`src/hdl/utf8v_pkg.sv`:
```
package utf8v_pkg;

	typedef struct packed {
		logic [7:0] in_byte;
		logic       end_of_buffer;
	} byte_item_t;

	typedef struct packed {
		logic [31:0] seq_bytes;
		logic [20:0] code_point;
		logic [2:0]  consumed;
		logic        is_valid;
		logic        last_of_run;
	} res_item_t;

	// what one registered byte does to the result queue and the held sequence
	typedef struct packed {
		logic [1:0]  n_res;
		res_item_t   r0;
		res_item_t   r1;
		logic [31:0] held_bytes;
		logic [2:0]  held_count;
	} step_out_t;

	localparam logic [31:0] REPL_BYTES = 32'h00BD_BFEF;
	localparam logic [20:0] REPL_CP    = 21'h00_FFFD;
	localparam logic [20:0] CP_MAX     = 21'h10_FFFF;
	localparam logic [20:0] SURR_LO    = 21'h00_D800;
	localparam logic [20:0] SURR_HI    = 21'h00_DFFF;
	localparam logic [20:0] NONCHAR_LO = 21'h00_FFFE;
	localparam logic [1:0]  LEAD_MARK  = 2'b11;
	localparam logic [1:0]  CONT_MARK  = 2'b10;

endpackage

```
`src/hdl/utf8v_step.sv`:
```
module utf8v_step (
	input  utf8v_pkg::byte_item_t item,
	input  logic [31:0]           held_bytes,
	input  logic [2:0]            held_count,
	output utf8v_pkg::step_out_t  res
);
	import utf8v_pkg::*;

	function automatic logic [20:0] decode_seq(input logic [31:0] v, input logic [2:0] n);
		case (n)
			3'd2: return {10'b0, v[4:0], v[13:8]};
			3'd3: return {5'b0, v[3:0], v[13:8], v[21:16]};
			3'd4: return {v[2:0], v[13:8], v[21:16], v[29:24]};
			default: return {13'b0, v[7:0]};
		endcase
	endfunction

	function automatic logic [31:0] encode_cp(input logic [20:0] cp);
		if (cp <= 21'h00_007F)
			return {11'b0, cp};
		if (cp <= 21'h00_07FF)
			return {16'b0, 2'b10, cp[5:0], 3'b110, cp[10:6]};
		if (cp <= 21'h00_FFFF) begin
			if (cp >= NONCHAR_LO || (cp >= SURR_LO && cp <= SURR_HI))
				return REPL_BYTES;
			return {8'b0, 2'b10, cp[5:0], 2'b10, cp[11:6], 4'b1110, cp[15:12]};
		end
		if (cp <= CP_MAX)
			return {2'b10, cp[5:0], 2'b10, cp[11:6], 2'b10, cp[17:12], 5'b11110, cp[20:18]};
		return REPL_BYTES;
	endfunction

	// decode, re-encode and compare
	function automatic res_item_t make_seq(input logic [31:0] v, input logic [2:0] n,
		input logic last);
		logic [20:0] cp;
		logic        ok;
		res_item_t   r;
		cp = decode_seq(v, n);
		ok = (encode_cp(cp) == v);
		r.seq_bytes   = ok ? v : REPL_BYTES;
		r.code_point  = ok ? cp : REPL_CP;
		r.consumed    = n;
		r.is_valid    = ok;
		r.last_of_run = last;
		return r;
	endfunction

	// a lone byte round-trips only when it is ascii
	function automatic res_item_t make_single(input logic [7:0] b, input logic last);
		res_item_t r;
		r.seq_bytes   = b[7] ? REPL_BYTES : {24'b0, b};
		r.code_point  = b[7] ? REPL_CP : {13'b0, b};
		r.consumed    = 3'd1;
		r.is_valid    = !b[7];
		r.last_of_run = last;
		return r;
	endfunction

	always_comb begin
		logic [7:0]  b;
		logic        eob;
		logic        is_open;
		logic        absorb;
		logic        done;
		logic        fresh_open;
		logic        second;
		logic [31:0] appended;
		logic [31:0] cand_v;
		logic [2:0]  cand_n;
		logic        seq_last;
		res_item_t   seq_r;

		b          = item.in_byte;
		eob        = item.end_of_buffer;
		is_open    = (held_count != 3'd0);
		absorb     = is_open && (b[7:6] == CONT_MARK);
		done       = (held_count == 3'd3) || eob;
		fresh_open = (b[7:6] == LEAD_MARK) && !eob;
		second     = !fresh_open;
		appended   = held_bytes | ({24'b0, b} << {held_count[1:0], 3'b000});

		cand_v   = absorb ? appended : held_bytes;
		cand_n   = absorb ? (held_count + 3'd1) : held_count;
		seq_last = absorb ? 1'b1 : !second;
		seq_r    = make_seq(cand_v, cand_n, seq_last);

		res.r1 = make_single(b, 1'b1);
		if (absorb) begin
			res.r0         = seq_r;
			res.n_res      = done ? 2'd1 : 2'd0;
			res.held_bytes = done ? 32'd0 : appended;
			res.held_count = done ? 3'd0 : cand_n;
		end else begin
			res.r0         = is_open ? seq_r : make_single(b, 1'b1);
			res.n_res      = {1'b0, is_open} + {1'b0, second};
			res.held_bytes = fresh_open ? {24'b0, b} : 32'd0;
			res.held_count = fresh_open ? 3'd1 : 3'd0;
		end
	end

endmodule

```
`src/hdl/utf8v_outq.sv`:
```
module utf8v_outq (
	input  logic                 clk,
	input  logic                 arst_n,
	input  logic [1:0]           push_n,
	input  utf8v_pkg::res_item_t push0,
	input  utf8v_pkg::res_item_t push1,
	output logic [1:0]           free,
	output logic                 res_valid,
	input  logic                 res_stall,
	output utf8v_pkg::res_item_t res_item
);
	import utf8v_pkg::*;

	logic [1:0] cnt_q;
	res_item_t  q_q [3];
	res_item_t  sh [3];
	logic       pop;
	logic [1:0] base;

	assign res_valid = (cnt_q != 2'd0);
	assign res_item  = q_q[0];
	assign pop       = res_valid && !res_stall;
	assign base      = cnt_q - {1'b0, pop};
	assign free      = 2'd3 - base;

	// shift down on pop
	always_comb begin
		sh[0] = pop ? q_q[1] : q_q[0];
		sh[1] = pop ? q_q[2] : q_q[1];
		sh[2] = q_q[2];
	end

	always_ff @(posedge clk or negedge arst_n) begin
		if (!arst_n) begin
			cnt_q <= 2'd0;
		end else begin
			cnt_q <= base + push_n;
		end
	end

	always_ff @(posedge clk) begin
		for (int i = 0; i < 3; i++) begin
			if (push_n != 2'd0 && 2'(i) == base) begin
				q_q[i] <= push0;
			end else if (push_n == 2'd2 && 2'(i) == base + 2'd1) begin
				q_q[i] <= push1;
			end else begin
				q_q[i] <= sh[i];
			end
		end
	end

endmodule

```
`src/hdl/utf8_stream_validating_decoder_top.sv`:
```
// channel  | valid      | stall      | payload
// bytes in | byte_valid | byte_stall | byte_item (in_byte, end_of_buffer)
// results  | res_valid  | res_stall  | res_item  (seq_bytes .. last_of_run)
//
// one byte accepted per cycle while byte_stall is low; its results reach the queue
// through the input register; a byte that closes a held sequence and stands alone gives
// two results, which leave one per cycle through the three-entry result queue while
// res_stall is low; reset clears the held sequence, the input register and the queue
// byte_stall rises only while the registered byte cannot fit its results in the queue

module utf8_stream_validating_decoder_top (
	input  logic                  clk,
	input  logic                  arst_n,
	input  logic                  byte_valid,
	output logic                  byte_stall,
	input  utf8v_pkg::byte_item_t byte_item,
	output logic                  res_valid,
	input  logic                  res_stall,
	output utf8v_pkg::res_item_t  res_item
);
	import utf8v_pkg::*;

	logic        valid_s1;
	byte_item_t  item_s1;
	logic [31:0] held_bytes_q;
	logic [2:0]  held_count_q;
	step_out_t   step;
	logic [1:0]  free;
	logic        advance;
	logic [1:0]  push_n;

	utf8v_step u_step (
		.item       (item_s1),
		.held_bytes (held_bytes_q),
		.held_count (held_count_q),
		.res        (step)
	);

	assign advance    = valid_s1 && (step.n_res <= free);
	assign byte_stall = valid_s1 && !advance;
	assign push_n     = advance ? step.n_res : 2'd0;

	always_ff @(posedge clk or negedge arst_n) begin
		if (!arst_n) begin
			valid_s1     <= 1'b0;
			held_bytes_q <= 32'd0;
			held_count_q <= 3'd0;
		end else begin
			if (byte_valid && !byte_stall) begin
				valid_s1 <= 1'b1;
			end else if (advance) begin
				valid_s1 <= 1'b0;
			end
			if (advance) begin
				held_bytes_q <= step.held_bytes;
				held_count_q <= step.held_count;
			end
		end
	end

	always_ff @(posedge clk) begin
		if (byte_valid && !byte_stall) begin
			item_s1 <= byte_item;
		end
	end

	utf8v_outq u_outq (
		.clk       (clk),
		.arst_n    (arst_n),
		.push_n    (push_n),
		.push0     (step.r0),
		.push1     (step.r1),
		.free      (free),
		.res_valid (res_valid),
		.res_stall (res_stall),
		.res_item  (res_item)
	);

endmodule

```
`config.mk`:
```
export PLATFORM = sky130hd
export DESIGN_NAME = utf8_stream_validating_decoder_top
export DESIGN_NICKNAME = d
export VERILOG_FILES = /design/src/hdl/utf8v_pkg.sv /design/src/hdl/utf8v_step.sv /design/src/hdl/utf8v_outq.sv /design/src/hdl/utf8_stream_validating_decoder_top.sv
export SDC_FILE = /design/constraint.sdc
export NUM_CORES = 1
export LEC_CHECK = 0
export BUFFER_PORTS_ARGS = -buffer_cell sky130_fd_sc_hd__buf_2
export CAP_MARGIN = 40
export CORE_ASPECT_RATIO = 0.9
export CORE_MARGIN = 2
export CORE_UTILIZATION = 55
export CTS_CLUSTER_SIZE = 28
export DETAILED_ROUTE_END_ITERATION = 7
export PLACE_DENSITY_LB_ADDON = 0.15
export SETUP_SLACK_MARGIN = 0.02
export SKIP_LAST_GASP = 1
export SLEW_MARGIN = 20
export SYNTH_ARGS = -nofsm -noshare
export SYNTH_HDL_FRONTEND = slang
export SYNTH_SLANG_ARGS = --single-unit
export TNS_END_PERCENT = 5
```
`constraint.sdc`:
```
create_clock -name clk -period 10.6 [get_ports clk]
set_input_delay 2.65 -clock clk [delete_from_list [all_inputs] [get_ports clk]]
set_output_delay 2.65 -clock clk [all_outputs]
set_load 0.005 [all_outputs]
```
==> qor.yml <==
die_x_um: 161
synth_top_area_share_pct: 45.3
grt_pass1_vias: 9710
drc_errors: 0
die_h_um: 145
dp_hpwl_um: 26100
fin_skew_ps: 10.1
synth.avg_cell_area_um2: 10.6
worstPathRequired_ps: 7950
cp-start-kind: "input port"
grt_usage_pct: 32.3
clockPowerShare_pct: 17.5
p_leak_nw: 4.87
drt-vias-per-instance: 7.05
setup-tns-final_ps: 0
fin_crit_ps: 7350
clkSinkCount: 221
finalHoldViolCount: 0
area_delta_synth_final_pct: 11.7
clk_latency_ps: 540
core_um2: 21600
layout-drive-gt1-share_pct: 18.5
cts_tree: "done"
grt_overflow: 0
clock.fmax_mhz: 136
fin_crit_sh_pct: 69.4
seq_power_share_pct: 37.6
p_comb_share_pct: 44.9
setup_viol: 0
nets: 1208
crit_fanout: 6
grt_max_degree: 76
status: "finished clean"
clk_path_buf_depth: 3
worst_slew_pin_slew_ps: 871
clock-root-buffer: "clkbuf_16"
synth_cell_types: 97
cts_max_level: 1
antenna_left: 0
port-buffer-count: 72
max_cap_viol_count: 0
worstSetupPathType: "input port to output port"
synth_warnings: 0
synth_area_um2: 12100
slew_viol_final: 0
cts.clk_slew.worst_paths_ps: 60
relSlewSlack_pct: 41.5
post_cts_resized: 0
io_pins: 73
grt_pass1_wl_um: 58600
synth_edf_count: 183
irDropWorstVdd_v: 0.000206
p_sw_share_pct: 41.3
p_per_area_nw_per_um2: 343
drtIter0Drc: 1552
routed_wl_um: 38100
worstHoldPathType: "flip-flop to flip-flop"
num_vias: 10500
cts_setup_buffers: 0
ys.flop_type: "edfxtp_1"
antenna_found_initial: 0
wl_per_cell_um: 25.5
finalPower_mw: 4.65
rows: 51
drt_pass1_iterations: 6
syn_inst: 1148
p_int_mw: 2.73
synth_largest_area_cell: "edfxtp_1"
floorplan.die_area_um2: 23300
start_util_pct: 56.1
antenna_cells: 0
synthArstFlopShare_pct: 17.2
ys_seq_area_share_pct: 53.1
synth_area_leaders: "edfxtp_1 (45%), dfrtp_1 (7.8%), a21oi_1 (4.6%), nor2_1 (3.2%), a31oi_1 (3.0%)"
ys_ff_latch: 221
switchingPower_mw: 1.92
place_congestion: 1.04
hold_buffers: 0
cts_buffers: 23
end_kind: "output port"
synth_common_cells: "edfxtp_1 (183), a21oi_1 (111), nor2_1 (103), o21ai_0 (73), clkbuf_1 (65)"
num-fill-cells: 1744
synth_most_common_cell: "edfxtp_1"
cp.arrival_ps: 4700
grt_setup_unrepaired: "false"
metal layers:
layer	GRT usage [%]	share of wire (%)	up-vias
met5	0	0	-
met4	11.8	3.8	0
met3	5.69	10	92
met2	47.7	44	676
met1	47.9	42	5111
li1	-	-	4656
sequential cells by signal (all words and copies together), names as in the netlist:
register / flops
valid_s1: 1
held_count_q: 3
u_outq.q_q: 174
held_bytes_q: 32
u_outq.cnt_q: 2
item_s1: 9
layout make-up:
cell class	count	area, um2	area share (%)
flip-flops and latches	221	6450	47.5
multi-input cells	811	5210	38.4
repair buffers	120	744	5.49
clock buffers	27	591	4.36
well taps	291	364	2.69
clock inverters	15	163	1.20
inverters	10	40.0	0.295
power by group through the flow:
stage / Combinational, mW / Sequential, mW / Clock [mW]
3_3_place_gp: 1.99 / 1.74 / 0
6_report: 2.09 / 1.75 / 0.814
3_5_place_dp: 2.03 / 1.75 / 0
2_1_floorplan: 1.39 / 1.72 / 0
4_1_cts: 2.04 / 1.74 / 0.821
5_1_grt: 2.27 / 1.78 / 0.859
worst paths after layout:
path	start	end	slack, ps	depth (start not counted)
worst min register to register	held_bytes_q[15]$_DFFE_PN0P_	held_bytes_q[15]$_DFFE_PN0P_	500	2
worst max register to register	held_count_q[0]$_DFFE_PN0P_	u_outq.q_q[0][9]$_DFFE_PP_	3600	17
worst max-delay path	res_stall	byte_stall	3250	11
max in group asynchronous	arst_n	valid_s1$_DFFE_PN0P_	8100	2
min in group asynchronous	arst_n	held_bytes_q[14]$_DFFE_PN0P_	2050	1
worst min-delay path	held_bytes_q[15]$_DFFE_PN0P_	held_bytes_q[15]$_DFFE_PN0P_	500	2
cell usage in the layout (no fill, tap or decap), types with 15 or more instances in the layout:
cell type  instances
and3_1            16
a21oi_1          110
buf_2             78
buf_4             37
a221oi_1          37
o211ai_1          15
nand2_1           57
a32o_1            20
nor2_1           101
nor4_1            15
clkbuf_16         23
a31oi_1           58
o22ai_1           20
o21ai_1           18
dfrtp_1           38
o21ai_0           73
a211oi_1          16
nor3_1            24
edfxtp_1         183
through the flow:
step / hold WS, ps / instances / cell area [um2] / setup WS [ps] / utilization, %
after detailed placement: 489 / 1447 / 12800 / 2890 / 59.0
after CTS: 504 / 1489 / 13500 / 3260 / 62.5
final: 504 / 1495 / 13600 / 3250 / 62.7
after global placement: 476 / 1436 / 12700 / 2740 / 58.5
after floorplan: 451 / 1150 / 12100 / 1140 / -
after global routing: 510 / 1495 / 13600 / 2810 / 62.7
cells by family after synthesis:
kind of cell | after synthesis | synth area share (%)
and+or+nand+nor | 304 | 12.6
xor gates and xnor gates | 8 | 0.577
AOI/OAI and AO/OA | 485 | 28.1
buffers and inverters | 118 | 4.48
other | 1 | 0.0309
DFF | 221 | 53.1
adders and majority gates | 8 | 0.825
muxes | 3 | 0.268
critical path, stage by stage:
cell      delay (ps)
buf_2             70
nand2b_1         180
inv_1             70
ha_1             190
xnor2_1          410
inv_1            230
ha_1             340
nor2b_1          150
o211ai_1         230
inv_1             60
buf_2            130
Note: power is estimated with default switching activity, not from simulation.
